===== config.mk =====
export PLATFORM = sky130hd
export DESIGN_NAME = continued_fraction_expander
export DESIGN_NICKNAME = d
export VERILOG_FILES = /design/src/sv/cfe_pkg.sv /design/src/sv/cfe_divider.sv /design/src/sv/continued_fraction_expander.sv
export SDC_FILE = /design/constraint.sdc
export NUM_CORES = 1
export LEC_CHECK = 0
export BUFFER_PORTS_ARGS = -buffer_cell sky130_fd_sc_hd__buf_4
export CORE_UTILIZATION = 45
export DETAILED_ROUTE_END_ITERATION = 16
export REMOVE_ABC_BUFFERS = 1
export SLEW_MARGIN = 0
export SYNTH_ARGS = -nofsm -noshare
export SYNTH_HDL_FRONTEND = slang
export SYNTH_SLANG_ARGS = --single-unit

===== constraint.sdc =====
create_clock -name clk -period 6.2 [get_ports clk]
set_input_delay 1.24 -clock clk [delete_from_list [all_inputs] [get_ports clk]]
set_output_delay 1.24 -clock clk [all_outputs]
set_load 0.1 [all_outputs]

===== src/sv/cfe_pkg.sv =====
// Shared constants and types for the continued fraction expander.
// No dependencies.
package cfe_pkg;

  localparam int MAX_RESULTS = 48;
  localparam int TERM_CNT_W  = $clog2(MAX_RESULTS + 1);

  typedef logic [1:0] state_t;

  localparam state_t S_IDLE = 2'd0;
  localparam state_t S_DIV  = 2'd1;
  localparam state_t S_OUT  = 2'd2;

endpackage


===== src/sv/cfe_divider.sv =====
// Radix-2 restoring unsigned divider, one quotient bit per cycle.
// Standalone; used by the continued fraction expander sequencer.
module cfe_divider #(
  parameter int WIDTH = 32
) (
  input  logic             clk,
  input  logic             rst,
  input  logic             start,
  input  logic [WIDTH-1:0] dividend,
  input  logic [WIDTH-1:0] divisor,
  output logic             done,
  output logic [WIDTH-1:0] quotient,
  output logic [WIDTH-1:0] remainder
);

  localparam int CW = $clog2(WIDTH + 1);

  logic [CW-1:0]    cnt;
  logic [WIDTH-1:0] part;
  logic [WIDTH-1:0] quo;
  logic [WIDTH-1:0] dvs;
  logic             done_q;
  logic [WIDTH:0]   shifted;
  logic [WIDTH:0]   diff;

  assign shifted = {part, quo[WIDTH-1]};
  assign diff    = shifted - {1'b0, dvs};

  always_ff @(posedge clk) begin
    if (rst) begin
      cnt    <= '0;
      done_q <= 1'b0;
    end else begin
      done_q <= (cnt == CW'(1));
      if (start) begin
        cnt <= CW'(WIDTH);
      end else if (cnt != '0) begin
        cnt <= cnt - CW'(1);
      end
    end
  end

  always_ff @(posedge clk) begin
    if (start) begin
      part <= '0;
      quo  <= dividend;
      dvs  <= divisor;
    end else if (cnt != '0) begin
      part <= diff[WIDTH] ? shifted[WIDTH-1:0] : diff[WIDTH-1:0];
      quo  <= {quo[WIDTH-2:0], ~diff[WIDTH]};
    end
  end

  assign done      = done_q;
  assign quotient  = quo;
  assign remainder = part;

endmodule


===== src/sv/continued_fraction_expander.sv =====
// Continued fraction expander: one item (numerator, denominator) in, its
// simple continued fraction terms out, one item per term, the final one
// marked with last_term. A zero denominator gives one item with
// zero_denominator set. Every term comes from one division on a shared
// radix-2 divider, and an item takes up to 48 terms. in_ready is high
// only while no item is in progress.
// Depends on cfe_pkg and cfe_divider.
module continued_fraction_expander
  import cfe_pkg::*;
#(
  parameter int OPERAND_WIDTH = 32
) (
  input  logic                            clk,
  input  logic                            rst,
  input  logic                            in_valid,
  output logic                            in_ready,
  input  logic signed [OPERAND_WIDTH-1:0] numerator,
  input  logic signed [OPERAND_WIDTH-1:0] denominator,
  output logic                            out_valid,
  input  logic                            out_ready,
  output logic signed [OPERAND_WIDTH-1:0] coefficient,
  output logic                            last_term,
  output logic                            zero_denominator
);

  localparam int W = OPERAND_WIDTH;

  state_t                state;
  logic [TERM_CNT_W-1:0] k;
  logic                  first;
  logic                  nneg;
  logic [W-1:0]          dmag;
  logic [W-1:0]          rmag;
  logic [W-1:0]          coef;
  logic                  last;
  logic                  zd;

  logic                  in_acc;
  logic                  out_acc;
  logic                  n_sign;
  logic                  d_sign;
  logic [W-1:0]          n_mag;
  logic [W-1:0]          d_mag;
  logic                  div_start;
  logic [W-1:0]          div_dividend;
  logic [W-1:0]          div_divisor;
  logic                  div_done;
  logic [W-1:0]          q;
  logic [W-1:0]          rem;
  logic [W-1:0]          q_sat;
  logic [W-1:0]          coef_next;
  logic [W-1:0]          r_next;
  logic                  last_next;

  assign in_ready  = (state == S_IDLE);
  assign out_valid = (state == S_OUT);
  assign in_acc    = in_valid && in_ready;
  assign out_acc   = out_valid && out_ready;

  assign n_sign = numerator[W-1];
  assign d_sign = denominator[W-1];
  assign n_mag  = n_sign ? (W'(0) - numerator) : numerator;
  assign d_mag  = d_sign ? (W'(0) - denominator) : denominator;

  assign div_start    = (in_acc && (d_mag != '0)) || (out_acc && !last);
  assign div_dividend = in_ready ? n_mag : dmag;
  assign div_divisor  = in_ready ? d_mag : rmag;

  cfe_divider #(
    .WIDTH(W)
  ) u_div (
    .clk      (clk),
    .rst      (rst),
    .start    (div_start),
    .dividend (div_dividend),
    .divisor  (div_divisor),
    .done     (div_done),
    .quotient (q),
    .remainder(rem)
  );

  assign q_sat = q[W-1] ? {1'b0, {(W-1){1'b1}}} : q;

  always_comb begin
    coef_next = q_sat;
    r_next    = rem;
    if (first && nneg) begin
      if (rem == '0) begin
        coef_next = W'(0) - q;
      end else begin
        coef_next = ~q;
        r_next    = dmag - rem;
      end
    end
    last_next = (r_next == '0) || (k == TERM_CNT_W'(MAX_RESULTS - 1));
  end

  always_ff @(posedge clk) begin
    if (rst) begin
      state <= S_IDLE;
      first <= 1'b0;
      k     <= '0;
    end else begin
      case (state)
        S_IDLE: begin
          if (in_acc) begin
            k     <= '0;
            first <= 1'b1;
            state <= (d_mag == '0) ? S_OUT : S_DIV;
          end
        end
        S_DIV: begin
          if (div_done) begin
            state <= S_OUT;
          end
        end
        S_OUT: begin
          if (out_acc) begin
            k     <= k + TERM_CNT_W'(1);
            first <= 1'b0;
            state <= last ? S_IDLE : S_DIV;
          end
        end
        default: begin
          state <= S_IDLE;
        end
      endcase
    end
  end

  always_ff @(posedge clk) begin
    if (in_acc) begin
      nneg <= (n_sign ^ d_sign) && (n_mag != '0);
      dmag <= d_mag;
      coef <= '0;
      last <= 1'b1;
      zd   <= (d_mag == '0);
    end else if (state == S_DIV && div_done) begin
      coef <= coef_next;
      last <= last_next;
      zd   <= 1'b0;
      rmag <= r_next;
      if (!first) begin
        dmag <= rmag;
      end
    end
  end

  assign coefficient      = coef;
  assign last_term        = last;
  assign zero_denominator = zd;

endmodule


* Word-level counts from Yosys, hierarchy flattened
Cells that the tools add are included.
** Operators by class
- Add/sub/neg operators :: 7
- Equal/unequal tests :: 8
- Multiplexer cells :: 31
- Bitwise gates (word level) :: 4
- Reduce and logical (&&, ||, !) cells :: 25
** Operator list (count)
- $mux 32 :: 14
- $logic_not 32->1 :: 3
- $sub 1x32->32 const A :: 3
- $reduce_bool 32->1 :: 2
- $sub 33x32->33 :: 1
- $not 32->32 :: 1
- $sub 32x32->32 :: 1
- $mux 31 :: 1
- $mux 6 :: 4
- $pmux 6 s2 :: 1
- $mux 2 :: 4
- $ne 2x1->1 const B :: 4
- $logic_and 1x1->1 :: 7
- $add 6x1->6 const B :: 1
- $eq 6x1->1 const B :: 1
- $eq 6x6->1 const B :: 1
- $pmux 2 s3 :: 1
- $reduce_and 3->1 :: 2
- $reduce_bool 2->1 :: 3
- $reduce_bool 6->1 :: 1
- $sub 6x1->6 const B :: 1
- $mux 1 :: 5
- $reduce_and 2->1 :: 2
- $eq 2x1->1 const B :: 1
- other kinds (8) :: 10
** Storage, ports and cells
- Flip-flop bits (word level) :: 211
- Bits of input ports :: 68
- Output and inout bits :: 36
- Logic and storage cells :: 90

* Logic depth before layout (Yosys ltp)
Gate-level depths: netlist of run 1.
- Depth after elaboration :: 6
- Mapped depth :: 15

* Modules after synthesis
A second synthesis of run 1 with hierarchy kept.
** Second synthesis, totals
- Cells, all modules :: 1859
- Area, all modules :: 15376.0 um^2
** By module, submodules not included
- continued_fraction_expander :: instances 1, cells each 1261, area an instance 9379.0 um^2, seq. area each 2822.7 um^2
- cfe_divider :: instances 1, cells each 598, area an instance 5997.0 um^2, seq. area each 2702.6 um^2

* Least setup slack after synthesis of run 1
Ideal clock, no wire load.
- Kind :: input to register
- Start point :: input denominator[20]
- End point :: register u_div.quo[0] (netlist: u_div.quotient[0]), enable pin
- Setup time :: 0.498 ns
- Arrival time :: 4.551 ns
- Data required time :: 5.702 ns
- Setup slack :: 1.151 ns
- Stages :: 12
- Cell sequence :: buf_2 or4_4 or4_4 nand4b_4 o31ai_2 xor2_1 inv_1 nor4_1 and4b_1 a2bb2oi_4 buf_2 nand2_1
** On the way
- Longest elaborated chain between the ends :: 6
** Ends and longest elaborated chain
- start: declaration :: RTL line continued_fraction_expander.sv:18 : input logic signed [OPERAND_WIDTH-1:0] denominator,
- $sub 1x32->32 :: RTL line continued_fraction_expander.sv:63 : assign d_mag = d_sign ? (W'(0) - denominator) : denominator;
- $mux 32 (*) :: RTL line continued_fraction_expander.sv:63
- $reduce_bool 32->1 (*) :: RTL line continued_fraction_expander.sv:65 : assign div_start = (in_acc && (d_mag != '0)) || (out_acc && !last);
- $logic_and 1x1->1 (*) :: RTL line continued_fraction_expander.sv:65
- $logic_or 1x1->1 (*) :: RTL line continued_fraction_expander.sv:65
- $reduce_bool 2->1 (no line) (*)
- end signal: assignment :: RTL line cfe_divider.sv:46 : quo <= dividend;
- end signal: assignment :: RTL line cfe_divider.sv:50 : quo <= {quo[WIDTH-2:0], ~diff[WIDTH]};
- end: declaration :: RTL line cfe_divider.sv:20 : logic [WIDTH-1:0] quo;
Mark *: on every way between the ends. The rest lies on a longest branch, timed or not.
A chain may end at the register's enable or synchronous reset.

* Final worst setup path of run 1
- Start point :: input denominator[3]
- End point :: register u_div.cnt[1]
** On the way
- Longest elaborated chain between the ends :: 6
** Ends and longest elaborated chain
- $sub 1x32->32 :: RTL line continued_fraction_expander.sv:63
- $mux 32 (*) :: RTL line continued_fraction_expander.sv:63
- $reduce_bool 32->1 (*) :: RTL line continued_fraction_expander.sv:65
- $logic_and 1x1->1 (*) :: RTL line continued_fraction_expander.sv:65
- $logic_or 1x1->1 (*) :: RTL line continued_fraction_expander.sv:65
- $reduce_or 2->1 (no line) (*)
- end signal: assignment :: RTL line cfe_divider.sv:36 : cnt <= CW'(WIDTH);
- end signal: assignment :: RTL line cfe_divider.sv:38 : cnt <= cnt - CW'(1);
- end: declaration :: RTL line cfe_divider.sv:18 : logic [CW-1:0] cnt;
Marks and branches as above.

==> qor.csv, run 1 <==
stage,metric,value,unit
sta,setup skew after layout,0.0119,ns
setup_path,start of the worst register-to-register path,u_div.quotient[31],
global_route,wire length of the first global-routing pass,70.3,mm
route,total iterations of the first detailed-routing run,6,
placement,standard cell area after detailed placement,0.0161,mm^2
route,average wire per cell in the routed design,19.5,um
clock_network,buffer levels on the longest clock path,3,
placement,count of input and output buffers,103,
setup_path,classification of the worst setup path,in2reg,
global_route,routing usage on met2,42.9,%
layout,most frequent cells in the layout,"nand2_1 (249), o21ai_0 (216), nor2_1 (139)",
setup_path,critical path data required time,6.64,ns
yosys,library cell with the largest summed area after synthesis,edfxtp_1,
setup_path,worst stage delay on the critical path,0.67,ns
yosys,portion of synthesized cell area occupied by the leading cell type,26.2,%
sta,max-slew headroom at the worst pin,20.5,%
sta,slew at the pin closest to its max-slew limit,1.19,ns
sta,Max Transition Viols Final,0,
route,number of nets with antenna violations after detailed routing,0,
placement,Final GP Congestion,0.887,
sta,"Min Clock Period, post-route",5.19,ns
yosys,yosys warns,0,
layout,share of final-layout standard cells stronger than drive strength 1,11.0,%
route,Residual DRC,0,
setup_path,flop2flop setup slack,1.35,ns
yosys,synthesized area per cell,8.29,um^2
clock_network,CTS Root Cell,clkbuf_16,
placement,detailed placement HPWL,34.2,mm
yosys,dominant synthesized flop cell,edfxtp_1,
layout,area grow syn2layout,14.4,%
global_route,via count of the first global-routing pass,12500,
floorplan,initial core utilization,45.7,%
layout,number of diodes,0,
route,vias per cell,5.81,
sta,setup repair after global routing missed its margin,false,
pwr,maximum VDD drop,0.247,mV
worst_hold_path,Hold Crit Start,coefficient[17],
setup_path,worst r2r path cells,15,
yosys,synthesized instance count,1796,
clock_network,clock tree from TritonCTS,yes,
floorplan,standard-cell row count,66,
yosys,asr flop ratio synth,0,%
setup_path,launching element of the worst setup path,denominator[3],
layout,NumNets Final,2004,
yosys,"EDFF count, synth",130,
yosys,cells taking the most area after synthesis,"edfxtp_1 (26%), dfxtp_1 (11%), o21ai_0 (7.3%), nand2_1 (6.3%), ha_1 (5.9%)",
setup_path,"Top cell by count, worst path",buf_4,
floorplan,Core Footprint,0.0325,mm^2
clock_network,post-CTS setup buffers,0,
global_route,Global Route met1 Usage,38.0,%
layout,"most common cell after layout, fill and taps aside",nand2_1,
setup_path,crit path capture type,flop,
worst_hold_path,kind of path behind the tightest hold check,reg2reg,
clock_network,CTS H-tree lvls,1,
global_route,global-route met3 utilization,3.33,%
clock_network,clock transition at the registers of the reported paths,0.06,ns
route,vias after detailed routing,13500,
placement,DP Worst Slack,0.457,ns
clock_network,number of gates given a new drive strength after cts,0,
sta,ratio of final minimum period to clock period,83.7,%
yosys,#FFs+latches synth,211,
floorplan,Die ar.,0.0338,mm^2
status,run status,"complete, no violations",
setup_path,startpoint class of the critical path,primary input,
pwr,P per Cell Area,477,mW/mm^2
clock_network,number of sinks handled by clock tree synthesis,211,
layout,filler instances,3087,
setup_path,crit path DAT,5.63,ns
clock_network,number of buffers added by the clock tree synthesis step,26,
sta,setup total negative slack,0,ns
setup_path,Crit-path slowest cell,or4_1,
setup_path,"critical path, cell by cell","buf_4, or4_1, or2_2, o31ai_1, xnor2_1, nor4b_1, nand4_1, nor4_1, and4b_1, a2bb2oi_4, inv_2, buf_4, a2111oi_2",
global_route,initial antenna violation count,0,
setup_path,crit path capture,u_div.cnt[1],
clock_network,clock latency of the later-clocked register in the worst-skew pair,0.54,ns
job,# Max-Cap Violations,0,
global_route,total track usage,26.8,%
global_route,pin count of the biggest net entering global routing,71,
route,final wirelength,45.2,mm
global_route,GRT Residual Overflow,0,
sta,count of final hold-check violations,0,
sta,hold_ws,0.445,ns
route,Detailed Route Iter0 Violations,1134,
floorplan,die span in y,184,um
layout,Multi-input gate area,0.00869,mm^2
clock_network,hold buffer count at cts,0,
setup_path,capture point of the worst reg-to-reg path,u_div.remainder[31],
global_route,most used routing layer,met2,
sta,Peak Freq,0.193,GHz
layout,final instance area,0.0170,mm^2
yosys,post-synth cell types,76,
sta,count of endpoints failing setup in the final report,0,
yosys,"Cell Area, Synth",0.0149,mm^2
floorplan,boundary pin count,104,
floorplan,DIE WIDTH,184,um
sta,Worst Slack Setup Final,1.01,ns
yosys,register area share after synthesis,37.1,%
layout,FF+latch area,0.00553,mm^2
setup_path,highest net fanout along the worst path,17,
pwr,P_leak,6.77,nW
## metrics by stage
step / total power, mW / util, % / instances
after floorplan: 5.31 / - / 1708
after detailed placement: 6.44 / 49.5 / 2278
final: 8.11 / 52.3 / 2326
after global routing: 8.68 / 52.3 / 2326
after CTS: 8.08 / 52.3 / 2326
after global placement: 6.40 / 49.5 / 2278
## synth_stat cells (12+ instances only)
cell type / number
xnor2_1: 45
clkbuf_1: 73
nor3_1: 44
xor2_1: 74
or4_1: 15
edfxtp_1: 130
nand3_1: 35
dfxtp_1: 81
a31oi_1: 12
or3_1: 16
a211oi_1: 37
ha_1: 70
nor2b_1: 15
nor4_1: 21
nand2b_1: 16
mux2i_1: 33
nor2_1: 141
o21a_1: 17
nand4_1: 15
nand2_1: 250
a21o_1: 23
a21oi_1: 128
o21ai_0: 217
inv_1: 92
o31ai_1: 22
## worst min-delay path by stage
stage | cells after the start | slack, ns | to
finish | 2 | 0.45 | coefficient[17]
global route | 2 | 0.46 | coefficient[17]
CTS | 2 | 0.45 | coefficient[17]
detailed placement | 2 | 0.44 | coefficient[17]
global placement | 2 | 0.43 | coefficient[17]
floorplan | 1 | 0.46 | u_div.done
## registers in the layout (all words and copies together) (netlist names), 2 cells and up
| signal | count |
|---|---|
| rmag | 32 |
| k | 6 |
| u_div.dvs | 32 |
| u_div.quotient | 32 |
| u_div.remainder | 32 |
| state | 2 |
| u_div.cnt | 6 |
| coefficient | 32 |
| dmag | 32 |
## cells by family (layout without fill, tap and decap cells)
kind of cell             Yosys count  in the layout  share of synthesized area, %
buffers and inverters            182            270                          4.68
AND/OR/NAND/NOR                  627            627                          20.0
XOR/XNOR                         119            119                          7.00
multiplexers                      36             36                          2.45
AO/OA/AOI/OAI                    549            549                          22.6
flip-flops                       211            211                          37.1
adder cells (fa/ha/maj)           72             72                          6.15
## critical path: cells and delay by family
family                    cells  cell delay [ns]
AOI/OAI and AO/OA             3             1.02
and+or+nand+nor               6             2.45
xor gates and xnor gates      1             0.19
buffers and inverters         3             0.72
## routing by layer
layer	vias up	wire, um
met2	406	20200
met5	-	0
met3	56	2800
li1	6660	-
met4	0	1080
met1	6391	21200
## power breakdown
group          internal, mW  switching, mW
registers              1.95          0.469
logic                  1.57           2.52
clock network         0.993          0.610
## final cells by class
| type | count | area share, % |
|---|---|---|
| clock inverters | 6 | 0.640 |
| flip-flops and latches | 211 | 32.5 |
| multi-input cells | 1403 | 51.1 |
| well taps | 442 | 3.25 |
| repair buffers | 128 | 5.87 |
| inverters | 94 | 2.07 |
| clock buffers | 42 | 4.65 |
(Power assumes the default switching activity.)
==> run 2: changes to the inputs <==
clock period = 4.8 ns   (was 6.2 ns; I/O delays follow)
==> run 2 against run 1 <==
Effect of this change:
- hold slack improved by 0.0025 ns
- critical path depth decreased by 1
- sequential power grew 27%
- non-clock buffer count rose by 36
- die area unchanged
- total power grew 31%
- global-route usage rose by 0.67 points
- clock power is 30% higher
- sequential cell count unchanged
- first-iteration DRC count up 20%
- clock skew up 0.017 ns
- routed wire length rose by 2.0%
- critical path type unchanged
==> qor.csv, run 2 (synthesis results as in run 1) <==
stage,metric,value,unit
status,run status,"complete, no violations",
layout,share of final-layout standard cells stronger than drive strength 1,13.0,%
layout,most frequent cells in the layout,"nand2_1 (249), o21ai_0 (216), buf_4 (161)",
clock_network,number of buffers added by the clock tree synthesis step,27,
setup_path,"critical path, cell by cell","buf_4, or4_1, or2_2, o31ai_1, xnor2_1, nor4b_1, nand4_1, nor4_1, and4b_1, a2bb2oi_4, buf_4, o21ai_0",
route,Residual DRC,0,
pwr,maximum VDD drop,0.341,mV
clock_network,post-CTS setup buffers,0,
layout,FF+latch area,0.00553,mm^2
setup_path,classification of the worst setup path,in2reg,
clock_network,clock tree from TritonCTS,yes,
route,vias after detailed routing,13700,
setup_path,crit path capture type,flop,
route,Detailed Route Iter0 Violations,1362,
sta,count of endpoints failing setup in the final report,0,
route,vias per cell,5.79,
pwr,P_leak,6.95,nW
worst_hold_path,kind of path behind the tightest hold check,reg2reg,
layout,Multi-input gate area,0.00869,mm^2
floorplan,boundary pin count,104,
sta,max-slew headroom at the worst pin,21.6,%
layout,number of diodes,0,
placement,Final GP Congestion,0.887,
setup_path,"Top cell by count, worst path",buf_4,
placement,count of input and output buffers,103,
route,number of nets with antenna violations after detailed routing,0,
setup_path,critical path data required time,5.08,ns
floorplan,Die ar.,0.0338,mm^2
sta,ratio of final minimum period to clock period,92.1,%
layout,NumNets Final,2041,
global_route,wire length of the first global-routing pass,72.0,mm
floorplan,standard-cell row count,66,
job,# Max-Cap Violations,0,
clock_network,buffer levels on the longest clock path,3,
global_route,total track usage,27.4,%
sta,setup repair after global routing missed its margin,false,
sta,"Min Clock Period, post-route",4.42,ns
clock_network,CTS Root Cell,clkbuf_16,
route,average wire per cell in the routed design,19.5,um
clock_network,clock transition at the registers of the reported paths,0.06,ns
global_route,GRT Residual Overflow,0,
global_route,pin count of the biggest net entering global routing,69,
clock_network,number of gates given a new drive strength after cts,0,
clock_network,number of sinks handled by clock tree synthesis,211,
floorplan,Core Footprint,0.0325,mm^2
placement,detailed placement HPWL,35.1,mm
sta,Peak Freq,0.226,GHz
layout,filler instances,3153,
sta,count of final hold-check violations,0,
layout,area grow syn2layout,16.2,%
route,total iterations of the first detailed-routing run,5,
setup_path,highest net fanout along the worst path,62,
pwr,Tot Pwr,10.6,mW
clock_network,hold buffer count at cts,0,
clock_network,clock latency of the later-clocked register in the worst-skew pair,0.56,ns
floorplan,die span in y,184,um
route,final wirelength,46.2,mm
sta,hold_ws,0.448,ns
global_route,via count of the first global-routing pass,12900,
clock_network,CTS H-tree lvls,1,
setup_path,startpoint class of the critical path,primary input,
floorplan,initial core utilization,45.7,%
setup_path,Crit-path slowest cell,or4_1,
layout,"most common cell after layout, fill and taps aside",nand2_1,
global_route,initial antenna violation count,0,
pwr,P per Cell Area,615,mW/mm^2
setup_path,crit path DAT,4.70,ns
sta,slew at the pin closest to its max-slew limit,1.17,ns
sta,setup skew after layout,0.0289,ns
setup_path,worst stage delay on the critical path,0.67,ns
sta,Max Transition Viols Final,0,
floorplan,DIE WIDTH,184,um
run 2: cell count changes in the layout (fill, tap and decap cells not counted), sizes merged:
cell,delta
clkinvlp,+2
inv,+3
buf,+36
clkinv,+9
clkbuf,-12
run 2: layout make-up:
class | instances | share of cell area, %
multi-input combinational | 1403 | 50.2
sequential | 211 | 32.0
timing repair buffer | 164 | 7.34
clock buffer | 30 | 4.03
tap | 442 | 3.20
inverter | 94 | 2.04
clock inverter | 20 | 1.19
run 2: report_power, final:
group          switching, mW  internal [mW]
registers              0.550           2.52
logic                   3.35           2.14
clock network          0.864           1.22
total                   4.76           5.87
run 2: per-stage QoR:
step / cells / utilization (%) / setup TNS (ns) / setup slack (ns) / instance area (um^2)
2_1_floorplan: 1708 / - / -138.07 / -1.39 / 14500
3_3_place_gp: 2314 / 50.4 / -3.07 / -0.105 / 16400
5_1_grt: 2364 / 53.1 / 0 / 0.141 / 17300
3_5_place_dp: 2314 / 50.4 / -5.20 / -0.197 / 16400
6_report: 2364 / 53.1 / 0 / 0.377 / 17300
4_1_cts: 2364 / 53.1 / 0 / 0.397 / 17300
run 2: path summary, 6_finish.rpt:
path,start,endpoint,slack [ns],depth (start not counted)
worst max register to register,u_div.remainder[0],last_term,0.47,10
worst min register to register,coefficient[17],coefficient[17],0.45,2
worst max-delay path,denominator[3],u_div.quotient[11],0.38,12
worst min-delay path,coefficient[17],coefficient[17],0.45,2
run 2: routing by layer:
metal,vias up,global-route usage (%),wire (um)
met5,-,0,0
li1,6746,-,-
met2,453,43.5,20500
met1,6425,38.7,21500
met4,0,7.77,1180
met3,68,3.96,3050
run 2: critical path: cells and delay by family:
kind / cells / cell delay (ns)
simple gates: 6 / 2.25
xor+xnor: 1 / 0.17
buf+inv: 2 / 0.62
compound gates: 3 / 0.68
